$ cat config.mk
export PLATFORM = sky130hd
export DESIGN_NAME = line_sensor_centroid_tracker_flat
export DESIGN_NICKNAME = d
export VERILOG_FILES = /design/src/design/lsct_pkg.sv /design/src/design/lsct_in_pkg.sv /design/src/design/lsct_stream_if.sv /design/src/design/line_sensor_centroid_tracker.sv /design/src/flat_wrapper.sv
export SDC_FILE = /design/constraint.sdc
export NUM_CORES = 2
export LEC_CHECK = 0
export BUFFER_PORTS_ARGS = -buffer_cell sky130_fd_sc_hd__buf_2
export CELL_PAD_IN_SITES_DETAIL_PLACEMENT = 1
export CELL_PAD_IN_SITES_GLOBAL_PLACEMENT = 2
export CORE_AREA = 2 2 370 372
export CTS_CLUSTER_SIZE = 28
export DETAILED_ROUTE_END_ITERATION = 6
export DIE_AREA = 0 0 372 374
export PLACE_DENSITY_LB_ADDON = 0.15
export SETUP_SLACK_MARGIN = 0.3
export SYNTH_ARGS = -nofsm -noshare
export SYNTH_HDL_FRONTEND = slang
export SYNTH_SLANG_ARGS = --single-unit
$ cat constraint.sdc
create_clock -name clk_i -period 14.93 [get_ports clk_i]
set_input_delay 1.493 -clock clk_i [delete_from_list [all_inputs] [get_ports clk_i]]
set_output_delay 1.493 -clock clk_i [all_outputs]
set_load 0.05 [all_outputs]
$ cat src/design/lsct_pkg.sv
// ----------------------------------------------------------------------------
// Line sensor centroid tracker package
// Shared widths, register indexes and state codes.
// ----------------------------------------------------------------------------
package lsct_pkg;
  localparam int unsigned NumSensors    = 7;
  localparam int unsigned SampleBits    = 12;
  localparam int unsigned SensorSpacing = 1000;
  localparam int unsigned PosBits       = 17;
  localparam int unsigned CfgBits       = 16;
  localparam int unsigned SensIdxBits   = $clog2(NumSensors);
  localparam int unsigned CfgIdxBits    = 1;

  localparam logic [CfgIdxBits-1:0] RegSmoothCoeff = 1'd0;
  localparam logic [CfgIdxBits-1:0] RegWeightThr   = 1'd1;

  localparam logic OpCalibrate = 1'b0;
  localparam logic OpTrack     = 1'b1;

  typedef logic [SampleBits-1:0] sample_t;

  typedef enum logic [2:0] {
    StIdle,
    StSetup,
    StWDiv,
    StWSq,
    StCDiv,
    StMix,
    StOut
  } state_e;
endpackage

$ cat src/design/lsct_in_pkg.sv
// ----------------------------------------------------------------------------
// Line sensor centroid tracker payload types
// Input and result item layouts.
// ----------------------------------------------------------------------------
package lsct_in_pkg;
  typedef struct packed {
    logic        op;
    logic [11:0] sample_0;
    logic [11:0] sample_1;
    logic [11:0] sample_2;
    logic [11:0] sample_3;
    logic [11:0] sample_4;
    logic [11:0] sample_5;
    logic [11:0] sample_6;
  } in_item_t;

  typedef struct packed {
    logic [16:0] line_position;
    logic        position_updated;
  } out_item_t;
endpackage

$ cat src/design/lsct_stream_if.sv
// ----------------------------------------------------------------------------
// Valid/ready stream interface
// Carries one payload of the given type with a source and a sink side.
// ----------------------------------------------------------------------------
interface lsct_stream_if #(parameter type payload_t = logic) ();
  logic     valid;
  logic     ready;
  payload_t payload;

  modport source (output valid, output payload, input ready);
  modport sink   (input valid, input payload, output ready);
endinterface

$ cat src/design/line_sensor_centroid_tracker.sv
// ----------------------------------------------------------------------------
// Line sensor centroid tracker
// Calibrates per-sensor bounds and tracks a smoothed weighted line centroid.
// ----------------------------------------------------------------------------
// A calibrate item goes to the output state, which then registers the result
// valid; a track item does setup, weight division and squaring per sensor, then
// centroid division, mix (not on a zero weight sum) and output, on the one
// shared restoring divider (one quotient bit a cycle) and bit-serial multiplier.
// Throughput: one item at a time; the next item is taken the cycle after the
// result transfer. Reset sets the bounds to their empty span, the position
// to zero and the registers to their defaults; no clearing pass is needed.
module line_sensor_centroid_tracker (
  input  logic clk_i,
  input  logic rst_ni,
  lsct_stream_if.sink   in_if,
  lsct_stream_if.source out_if,
  input  logic                          cfg_we_i,
  input  logic [lsct_pkg::CfgIdxBits-1:0] cfg_idx_i,
  input  logic [lsct_pkg::CfgBits-1:0]  cfg_data_i
);
  import lsct_pkg::*;
  import lsct_in_pkg::*;

  // Division layout: a 40-bit dividend against a 40-bit divisor, one
  // quotient bit per cycle. The weight division needs 17 quotient bits
  // (fold magnitude times 2^16 over the span, capped at 65536), the
  // centroid division needs the position bits plus one saturation bit.
  localparam int unsigned DivBits = 40;
  localparam int unsigned CntBits = 6;
  // Squaring: a load step, 17 multiply steps, an accumulate step.
  localparam int unsigned WSqCycles = 18;
  // Mixing: load, 16 steps for coeff*old, reload, 17 steps, an update step.
  localparam int unsigned MixCycles = 35;
  localparam int unsigned MixReload = 18;

  state_e state_q, state_d;

  logic [CfgBits-1:0] coeff_q, thr_q;
  sample_t min_q [NumSensors];
  sample_t max_q [NumSensors];
  logic [PosBits-1:0] pos_q;

  in_item_t item_q;
  logic [SensIdxBits-1:0] idx_q;
  logic [CntBits-1:0] cnt_q;

  // Shared shift-subtract unit.
  logic [DivBits-1:0] rem_q, quo_q, dvs_q;
  // Bit-serial multiplier: multiplier shifts right, product accumulates.
  logic [DivBits-1:0] mcand_q, mplier_q, prod_q;

  logic [23:0] sum_q;     // sum of seven Q0.16 weights
  logic [39:0] mom_q;     // weighted moments
  logic        zero_w_q;  // weight forced to zero for this sensor

  out_item_t out_q;
  logic      out_valid_q;

  // Current sensor sample.
  sample_t cur_v;
  always_comb begin
    unique case (idx_q)
      3'd0:    cur_v = item_q.sample_0;
      3'd1:    cur_v = item_q.sample_1;
      3'd2:    cur_v = item_q.sample_2;
      3'd3:    cur_v = item_q.sample_3;
      3'd4:    cur_v = item_q.sample_4;
      3'd5:    cur_v = item_q.sample_5;
      default: cur_v = item_q.sample_6;
    endcase
  end

  // Samples of the incoming item, used by calibration.
  sample_t in_smp [NumSensors];
  always_comb begin
    in_smp[0] = in_if.payload.sample_0;
    in_smp[1] = in_if.payload.sample_1;
    in_smp[2] = in_if.payload.sample_2;
    in_smp[3] = in_if.payload.sample_3;
    in_smp[4] = in_if.payload.sample_4;
    in_smp[5] = in_if.payload.sample_5;
    in_smp[6] = in_if.payload.sample_6;
  end

  // Fold magnitude and span for the current sensor.
  logic [SampleBits:0] span, dif_lo, mag;
  logic                degenerate, neg_zero;
  always_comb begin
    span       = {1'b0, max_q[idx_q]} - {1'b0, min_q[idx_q]};
    degenerate = (max_q[idx_q] <= min_q[idx_q]);
    neg_zero   = 1'b0;
    if (cur_v < min_q[idx_q]) begin
      dif_lo = {1'b0, min_q[idx_q]} - {1'b0, cur_v};
      if (dif_lo >= span) begin
        neg_zero = 1'b1;
      end
      mag = span - dif_lo;
    end else begin
      dif_lo = {1'b0, cur_v} - {1'b0, min_q[idx_q]};
      mag = (dif_lo > span) ? dif_lo - span : span - dif_lo;
    end
  end

  // One restoring division step.
  logic [DivBits:0] trial;
  logic [DivBits-1:0] rem_sh, rem_nx, quo_nx;
  always_comb begin
    rem_sh = {rem_q[DivBits-2:0], quo_q[DivBits-1]};
    trial  = {1'b0, rem_sh} - {1'b0, dvs_q};
    if (!trial[DivBits]) begin
      rem_nx = trial[DivBits-1:0];
      quo_nx = {quo_q[DivBits-2:0], 1'b1};
    end else begin
      rem_nx = rem_sh;
      quo_nx = {quo_q[DivBits-2:0], 1'b0};
    end
  end

  // One multiply step.
  logic [DivBits-1:0] prod_step;
  assign prod_step = mplier_q[0] ? prod_q + mcand_q : prod_q;

  // Thresholded weight of the finished square and the running sums with it.
  logic [23:0] w_eff, sum_nx;
  logic [39:0] mom_nx;
  always_comb begin
    w_eff = prod_q[39:16];
    if (zero_w_q || (prod_q[39:16] < {8'b0, thr_q})) begin
      w_eff = '0;
    end
    sum_nx = sum_q + w_eff;
    mom_nx = mom_q + 40'(w_eff) * 40'(idx_q) * 40'(SensorSpacing);
  end

  logic in_fire, out_fire;
  assign in_fire  = in_if.valid && in_if.ready;
  assign out_fire = out_if.valid && out_if.ready;
  assign in_if.ready = (state_q == StIdle) && !out_valid_q;
  assign out_if.valid   = out_valid_q;
  assign out_if.payload = out_q;

  // Capped fold value.
  logic [16:0] f_cap;
  assign f_cap = (quo_q[DivBits-1:17] != '0 || quo_q[16:0] > 17'h10000) ?
                 17'h10000 : quo_q[16:0];

  logic [DivBits-1:0] raw_sat;
  assign raw_sat = (quo_q > 40'd131071) ? 40'd131071 : quo_q;

  // Next state.
  always_comb begin
    state_d = state_q;
    unique case (state_q)
      StIdle:  if (in_fire) state_d = (in_if.payload.op == OpTrack) ? StSetup : StOut;
      StSetup: state_d = StWDiv;
      StWDiv:  if (cnt_q == '0) state_d = StWSq;
      StWSq:   if (cnt_q == '0) begin
        if (idx_q == SensIdxBits'(NumSensors - 1)) state_d = StCDiv;
        else state_d = StSetup;
      end
      StCDiv:  if (cnt_q == '0) state_d = (sum_q == '0) ? StOut : StMix;
      StMix:   if (cnt_q == '0) state_d = StOut;
      StOut:   state_d = StIdle;
      default: state_d = StIdle;
    endcase
  end

  always_ff @(posedge clk_i or negedge rst_ni) begin
    if (!rst_ni) begin
      state_q     <= StIdle;
      coeff_q     <= '0;
      thr_q       <= CfgBits'(26214);
      pos_q       <= '0;
      out_valid_q <= 1'b0;
      for (int i = 0; i < NumSensors; i++) begin
        min_q[i] <= '1;
        max_q[i] <= '0;
      end
    end else begin
      state_q <= state_d;
      if (cfg_we_i) begin
        if (cfg_idx_i == RegSmoothCoeff) coeff_q <= cfg_data_i;
        else if (cfg_idx_i == RegWeightThr) thr_q <= cfg_data_i;
      end
      if (out_fire) out_valid_q <= 1'b0;
      if (state_q == StIdle && in_fire && in_if.payload.op == OpCalibrate) begin
        for (int i = 0; i < NumSensors; i++) begin
          if (in_smp[i] > max_q[i]) max_q[i] <= in_smp[i];
          if (in_smp[i] < min_q[i]) min_q[i] <= in_smp[i];
        end
      end
      if (state_q == StMix && cnt_q == '0) begin
        // Rounded mix; cannot exceed the 17-bit range of its inputs.
        pos_q <= PosBits'((prod_q + 40'd32768) >> 16);
      end
      if (state_q == StOut) begin
        out_valid_q <= 1'b1;
      end
    end
  end

  // Datapath registers.
  always_ff @(posedge clk_i) begin
    unique case (state_q)
      StIdle: begin
        if (in_fire) begin
          item_q <= in_if.payload;
          idx_q  <= '0;
          sum_q  <= '0;
          mom_q  <= '0;
          out_q.position_updated <= 1'b0;
        end
      end
      StSetup: begin
        zero_w_q <= degenerate || neg_zero;
        rem_q    <= '0;
        quo_q    <= DivBits'({mag, 16'b0});
        dvs_q    <= DivBits'(span);
        cnt_q    <= CntBits'(DivBits - 1);
      end
      StWDiv: begin
        rem_q <= rem_nx;
        quo_q <= quo_nx;
        cnt_q <= (cnt_q == '0) ? CntBits'(WSqCycles) : cnt_q - CntBits'(1);
      end
      StWSq: begin
        if (cnt_q == CntBits'(WSqCycles)) begin
          mcand_q  <= DivBits'(f_cap);
          mplier_q <= DivBits'(f_cap);
          prod_q   <= '0;
        end else if (cnt_q != '0) begin
          prod_q   <= prod_step;
          mcand_q  <= {mcand_q[DivBits-2:0], 1'b0};
          mplier_q <= {1'b0, mplier_q[DivBits-1:1]};
        end
        if (cnt_q == '0) begin
          // prod_q now holds f*f; the weight is its upper part.
          sum_q <= sum_nx;
          mom_q <= mom_nx;
          idx_q <= idx_q + SensIdxBits'(1);
          cnt_q <= CntBits'(DivBits - 1);
          // Load the centroid division when leaving the last sensor.
          if (idx_q == SensIdxBits'(NumSensors - 1)) begin
            rem_q <= '0;
            quo_q <= mom_nx << 4;
            dvs_q <= DivBits'(sum_nx);
          end
        end else begin
          cnt_q <= cnt_q - CntBits'(1);
        end
      end
      StCDiv: begin
        rem_q <= rem_nx;
        quo_q <= quo_nx;
        cnt_q <= (cnt_q == '0) ? CntBits'(MixCycles) : cnt_q - CntBits'(1);
      end
      StMix: begin
        // Two serial products: coeff*old in 16 steps, then (1-coeff)*raw in 17.
        if (cnt_q == CntBits'(MixCycles)) begin
          prod_q   <= '0;
          mcand_q  <= DivBits'(pos_q);
          mplier_q <= DivBits'(coeff_q);
          quo_q    <= raw_sat;
        end else if (cnt_q == CntBits'(MixReload)) begin
          mcand_q  <= quo_q;
          mplier_q <= DivBits'(18'h10000 - {2'b0, coeff_q});
        end else if (cnt_q != '0) begin
          prod_q   <= prod_step;
          mcand_q  <= {mcand_q[DivBits-2:0], 1'b0};
          mplier_q <= {1'b0, mplier_q[DivBits-1:1]};
        end
        cnt_q <= cnt_q - CntBits'(1);
        out_q.position_updated <= 1'b1;
      end
      StOut: begin
        out_q.line_position <= pos_q;
      end
      default: ;
    endcase
  end
endmodule

$ cat src/flat_wrapper.sv
// flat-port wrapper written by rule: the top's interface ports become plain ports
module line_sensor_centroid_tracker_flat import lsct_pkg::*; import lsct_in_pkg::*;
  (clk_i, rst_ni, cfg_we_i, cfg_idx_i, cfg_data_i, in_if_valid, in_if_payload, in_if_ready, out_if_valid, out_if_payload, out_if_ready);
  lsct_stream_if #(.payload_t(in_item_t)) in_if_i ();
  lsct_stream_if #(.payload_t(out_item_t)) out_if_i ();
  input  logic clk_i;
  input  logic rst_ni;
  input  logic cfg_we_i;
  input  logic [lsct_pkg::CfgIdxBits-1:0] cfg_idx_i;
  input  logic [lsct_pkg::CfgBits-1:0] cfg_data_i;
  input wire logic [$bits(in_if_i.valid)-1:0] in_if_valid;
  input wire logic [$bits(in_if_i.payload)-1:0] in_if_payload;
  output wire logic [$bits(in_if_i.ready)-1:0] in_if_ready;
  output wire logic [$bits(out_if_i.valid)-1:0] out_if_valid;
  output wire logic [$bits(out_if_i.payload)-1:0] out_if_payload;
  input wire logic [$bits(out_if_i.ready)-1:0] out_if_ready;
  assign in_if_i.valid = in_if_valid;
  assign in_if_i.payload = in_if_payload;
  assign in_if_ready = in_if_i.ready;
  assign out_if_valid = out_if_i.valid;
  assign out_if_payload = out_if_i.payload;
  assign out_if_i.ready = out_if_ready;
  line_sensor_centroid_tracker u_core (.clk_i(clk_i), .rst_ni(rst_ni), .in_if(in_if_i), .out_if(out_if_i), .cfg_we_i(cfg_we_i), .cfg_idx_i(cfg_idx_i), .cfg_data_i(cfg_data_i));
endmodule
# == Word level (Yosys, flattened, before mapping) ==
# Index checks and enable logic that the tools add are counted.
# word_totals
register_bits,636
inputBits,107
out_inout_bits,20
elab_cells,220
# op_classes
n_addsub,14
multipliers,2
magnitude_cmp,22
n_eq_ne,23
n_mux,68
n_bitwise,3
reduce_logical,49
# op_table
op,n
2-to-1 mux 40 bit,21
one-hot mux 40 bit (2 select lines),5
one-hot mux 40 bit (4 select lines),1
2-to-1 mux 39 bit,3
one-hot mux 39 bit (3 select lines),1
less-than comparator 12 bit,8
greater-than comparator 12 bit,7
binary-select mux 12 bit (select 3 bit),2
2-to-1 mux 24 bit,3
one-hot mux 12 bit (6 select lines),1
2-to-1 mux 12 bit,4
one-hot mux 24 bit (2 select lines),1
subtractor 40 x 40 -> 41 bit,1
adder 40 x 37 -> 40 bit,1
adder 40 bit,1
"greater-than comparator 40 x 17 -> 1 bit, second input constant",1
subtractor 12 x 12 -> 13 bit,3
subtractor 13 bit,3
AND reduction 2 bit,19
"multiplier 27 x 7 -> 34 bit, second input constant",1
"adder 33 x 16 -> 33 bit, second input constant",1
one-hot mux 6 bit (5 select lines),1
multiplier 24 x 3 -> 27 bit,1
2-to-1 mux 3 bit,9
other kinds (43),82

# == Depth between registers and ports, before layout ==
# depth
word_depth,9
mapped_depth,51

# == Least setup slack after synthesis ==
# No wires, ideal clock.
# synth_path
path_kind,flip-flop to flip-flop
start,register u_core.thr_q[1]
end,register u_core.quo_q[39] (data pin)
setup_ns,0.254
arrival_time_ns,10.673
path_slack_ns,4.003
path_stages_with_launch,50
n_path_buf,1
cell_sequence,dfstp_2 inv_1 ha_1 a21o_1 a21o_1 a21o_1 a21o_1 a2111oi_0 o211ai_1 clkbuf_1 and2_1 nand2_1 fa_1 inv_1 ha_1 inv_1 fa_1 nor2b_1 [14 not listed] ha_1 a21o_1 a21o_1 a221o_1 a211oi_1 o21ai_0 a21o_1 a21oi_1 xnor2_1 ha_1 a21o_1 a21oi_1 nand2_1 nor3_1 nor3_1 a21o_1 and3_1 a21o_1
# synth_between
elab_chain_len,9
# synth_lines
item,line_no,source
"start, declared",line_sensor_centroid_tracker.sv:38,"logic [CfgBits-1:0] coeff_q, thr_q;"
"start signal, assigned",line_sensor_centroid_tracker.sv:172,thr_q <= CfgBits'(26214);
"start signal, assigned",line_sensor_centroid_tracker.sv:183,else if (cfg_idx_i == RegWeightThr) thr_q <= cfg_data_i;
less-than comparator 24 x 16 -> 1 bit,line_sensor_centroid_tracker.sv:128,"if (zero_w_q || (prod_q[39:16] < {8'b0, thr_q})) begin"
logical OR 1 bit,line_sensor_centroid_tracker.sv:128,
2-to-1 mux 24 bit,line_sensor_centroid_tracker.sv:128,
multiplier 24 x 3 -> 27 bit,line_sensor_centroid_tracker.sv:132,mom_nx = mom_q + 40'(w_eff) * 40'(idx_q) * 40'(SensorSpacing);
multiplier 27 x 7 -> 34 bit,line_sensor_centroid_tracker.sv:132,
adder 40 x 37 -> 40 bit,line_sensor_centroid_tracker.sv:132,
2-to-1 mux 40 bit,line_sensor_centroid_tracker.sv:243,if (idx_q == SensIdxBits'(NumSensors - 1)) begin
2-to-1 mux 40 bit,line_sensor_centroid_tracker.sv:236,if (cnt_q == '0) begin
one-hot mux 40 bit (4 select lines),line_sensor_centroid_tracker.sv:204,unique case (state_q)
"end signal, assigned",line_sensor_centroid_tracker.sv:217,"quo_q <= DivBits'({mag, 16'b0});"
"end signal, assigned",line_sensor_centroid_tracker.sv:245,quo_q <= mom_nx << 4;
"end signal, assigned",line_sensor_centroid_tracker.sv:254,quo_q <= quo_nx;
"end, declared",line_sensor_centroid_tracker.sv:48,"logic [DivBits-1:0] rem_q, quo_q, dvs_q;"
# No other way between the ends. The select of a mux whose other input is x is not followed.
# A chain may end at the register's enable or synchronous reset.

# == Final worst setup path ==
# layout_path
start,register u_core.prod_q[17]
end,register u_core.quo_q[39] (data pin)
# layout_between
elab_chain_len,9
# layout_lines
item,line_no,source
"start, declared",line_sensor_centroid_tracker.sv:50,"logic [DivBits-1:0] mcand_q, mplier_q, prod_q;"
"start signal, assigned",line_sensor_centroid_tracker.sv:232,prod_q <= prod_step;
"start signal, assigned",line_sensor_centroid_tracker.sv:268,prod_q <= prod_step;
less-than comparator 24 x 16 -> 1 bit,line_sensor_centroid_tracker.sv:128,
logical OR 1 bit,line_sensor_centroid_tracker.sv:128,
2-to-1 mux 24 bit (*),line_sensor_centroid_tracker.sv:128,
multiplier 24 x 3 -> 27 bit (*),line_sensor_centroid_tracker.sv:132,
multiplier 27 x 7 -> 34 bit (*),line_sensor_centroid_tracker.sv:132,
adder 40 x 37 -> 40 bit (*),line_sensor_centroid_tracker.sv:132,
2-to-1 mux 40 bit (*),line_sensor_centroid_tracker.sv:243,
2-to-1 mux 40 bit (*),line_sensor_centroid_tracker.sv:236,
one-hot mux 40 bit (4 select lines) (*),line_sensor_centroid_tracker.sv:204,
# Mark *: on every way between the ends. The rest lies on a longest branch, timed or not. The select of a mux whose other input is x is not followed.

==> flow_metrics.tcl <==
set metrics [dict create \
    status "finished with violations" \
    violations "DRC" \
    final-seq-area_um2 17420 \
    portBuffers 126 \
    rrSetupSlack_ps 2350 \
    drv_slew 0 \
    n_fill_cell 15190 \
    gr-usage-all-layers 0.2280 \
    layout-drive-gt1-share 0.1399 \
    worstHoldStart "u_core.pos_q[0]$_DFFE_PN0P_" \
    drcViolationCount 1 \
    nets 5551 \
    crit_path_top_delay_cell "xor2_1" \
    cts_resized 0 \
    multi_input_area_um2 27480 \
    routedWlPerCell_um 23.63 \
    grt_pass1_wl_um 241400 \
    critPathLaunchType "flip-flop" \
    async_reset_ff_frac 0.3605 \
    drv_cap 0 \
    overflow 0 \
    drtPass1Iterations 7 \
    dieArea_um2 139100 \
    period_share 0.8429 \
    hpwlAfterDp_um 122600 \
    synthTopCellsByArea "edfxtp_1 (25%), ha_1 (12%), dfrtp_1 (6.9%)" \
    ctsRootBufferMaster "clkbuf_16" \
    initial_core_util 0.3492 \
    required_ps 15360 \
    tightest_slew_ps 1211 \
    r2r_start "u_core.prod_q[17]$_DFFE_PP_" \
    skew_ps 45.10 \
    die_y_um 374 \
    final.setup.tns_ps 0 \
    syn_area_um2 47130 \
    arrival_ps 13020 \
    whs_endpoint "u_core.out_if.payload[1]$_DFFE_PP_" \
    gp_congestion 0.8748 \
    hold_viol 0 \
    critical_path_class "flip-flop to flip-flop" \
    synth.avg_cell_area_um2 9.909 \
    dieWidth_um 372 \
    cts_made_buffers 80 \
    critPathMaxStageDelay_ps 580 \
    cts_tree "built" \
    antenna_found_initial 1 \
    first_global_vias 38060 \
    post-cts-setup-buffer-count 0 \
    rsz0062_at_grt "false" \
    vias_per_cell 5.396 \
    pin_count 127 \
    slew_headroom 0.1911 \
    crit_fanout 46 \
    postLayoutCellArea_um2 52770 \
    drtIter0Drc 1897 \
    rows 135 \
    setup_violations 0 \
    hp-class "flip-flop to flip-flop" \
    yosysTopAreaCell "edfxtp_1" \
    reg2regPathDepth 48 \
    syn-num-nets 5448 \
    fin_crit_ps 12580 \
    reg2reg_to "u_core.quo_q[39]$_SDFFCE_PP0P_" \
    clock_latency_ps 710 \
    core_area_um2 135000 \
    netlist_instances 4756 \
    worstSetupEndpointType "flip-flop" \
    fmax_ghz 0.07947 \
    cp_common_cell "a21o_1" \
    synthToLayoutAreaGrowth_pct 11.98 \
    grt_max_degree 143 \
    synth_edf_count 392 \
    holdPathStages 0 \
    ys_warn_count 0 \
    holdBufCountCts 0 \
    detail-route-antenna-nets 0 \
    yosysUniqueCellTypes 93 \
    ys.flop_type "edfxtp_1" \
    cts.path.max_buffers 3 \
    drt-total-wl_um 158500 \
    cts.sinks 613 \
    path_clk_slew_ps 60 \
    synth_top_area_share 0.2498 \
    placed_cell_area_um2 50020 \
    htreeDepth 3 \
    num_vias 36190 \
    seq_area_frac_synth 0.3696 \
    synth-seq-cells 613 \
]
## how the worst max path moves through the flow
stage	depth (start not counted)	end	start
after floorplan	49	u_core.quo_q[39]$_SDFFCE_PP0P_	u_core.thr_q[1]$_DFFE_PN1P_
after global routing	48	u_core.quo_q[39]$_SDFFCE_PP0P_	u_core.prod_q[17]$_DFFE_PP_
after CTS	48	u_core.quo_q[39]$_SDFFCE_PP0P_	u_core.prod_q[17]$_DFFE_PP_
after global placement	48	u_core.quo_q[39]$_SDFFCE_PP0P_	u_core.prod_q[17]$_DFFE_PP_
after detailed placement	48	u_core.quo_q[39]$_SDFFCE_PP0P_	u_core.prod_q[17]$_DFFE_PP_
final	48	u_core.quo_q[39]$_SDFFCE_PP0P_	u_core.prod_q[17]$_DFFE_PP_
## cells by family (layout without fill, tap and decap cells)
family / after synthesis / count (layout) / synth area share
xor+xnor: 246 / 246 / 0.04601
buf+inv: 641 / 810 / 0.05172
compound gates: 1135 / 1135 / 0.1554
other cells: 0 / 1 / 0
mux: 320 / 320 / 0.07944
flops: 613 / 613 / 0.3696
fa+ha+maj: 591 / 591 / 0.1756
simple gates: 1210 / 1210 / 0.1223
## flip-flops by register name, summed over array words and instances (netlist names), 24 cells and up
| register | cells |
|---|---|
| u_core.rem_q | 39 |
| u_core.mom_q | 33 |
| u_core.max_q | 84 |
| u_core.item_q | 84 |
| u_core.dvs_q | 24 |
| u_core.mplier_q | 40 |
| u_core.min_q | 84 |
| u_core.sum_q | 24 |
| u_core.mcand_q | 40 |
| u_core.quo_q | 40 |
| u_core.prod_q | 40 |
## layout make-up
cell class,count,area share
clock buffers,108,0.04268
inverters,474,0.03374
multi-input cells,3502,0.5207
flip-flops and latches,613,0.3300
well taps,1781,0.04223
repair buffers,188,0.02120
clock inverters,40,0.009389
diodes,1,0.00004742
## routing by layer
metal	up-vias	share of wire	global-route usage
met3	163	0.025	0.02190
met5	-	0	0
met1	18370	0.45	0.2982
met4	0	0.024	0.06033
li1	17220	-	-
met2	445	0.50	0.3990
## cell usage in the layout (no fill, tap or decap), drive strengths merged, types with 11 or more instances in the layout
master	count
inv	476
ha	466
nand2	448
edfxtp	392
a21oi	323
nor2	254
o21ai	250
a21o	199
mux2	192
buf	188
xnor2	149
dfrtp	129
fa	119
clkbuf	108
mux2i	104
xor2	96
dfstp	92
nor3	73
nand3	66
nor2b	62
a211oi	60
nand2b	53
nand4	50
and2	50
and3	48
a221o	43
o21a	38
o21bai	29
nor4	27
or3	27
clkinv	26
a31oi	24
mux4	24
o211ai	19
o31ai	19
a21boi	18
or2	15
o22ai	12
a211o	12
o311ai	11
## worst max-delay path, delay by kind of cell (launching register included)
family | cells | cell delay (ps)
compound gates | 22 | 4910
fa+ha+maj | 9 | 3580
xor+xnor | 4 | 1360
simple gates | 7 | 1120
buf+inv | 5 | 690
flops | 1 | 550
mux | 1 | 100
## cells in the mapped netlist (8+ instances only)
cell and count:
ha_1 466, edfxtp_1 392, nor2_1 253, o22ai_1 12, nor2b_1 62, o21ai_0 250, or2_2 15, inv_1 471
mux2_2 192, dfrtp_1 129, a21oi_1 323, or3_1 25, nor3_1 73, nand2_1 447, a21o_1 198, buf_1 20
mux4_2 24, dfstp_2 92, mux2i_1 104, o21bai_1 29, nand2b_1 53, a211oi_1 59, nand4_1 50, nor4_1 26
a221oi_1 8, and2_1 50, nand3_1 66, and3_1 47, o21a_1 38, xor2_1 96, xnor2_1 149, a211o_1 11
clkbuf_1 141, a221o_1 43, fa_1 119, a22oi_1 8, a31oi_1 24, o311ai_0 10, o31ai_1 19, a21boi_0 18
o211ai_1 19
## metrics by stage
step	util	hold WS [ps]	cells	setup slack, ps
after global placement	0.3706	492.7	6558	2589
after global routing	0.3910	511.4	6706	1409
after detailed placement	0.3706	490.5	6558	2378
after CTS	0.3910	502.3	6706	2339
final	0.3910	500.7	6707	2346
after floorplan	-	440.0	4756	4003
Power is not shown: default switching activity piles up to over one toggle a cycle in this logic, so the estimate is an artifact.
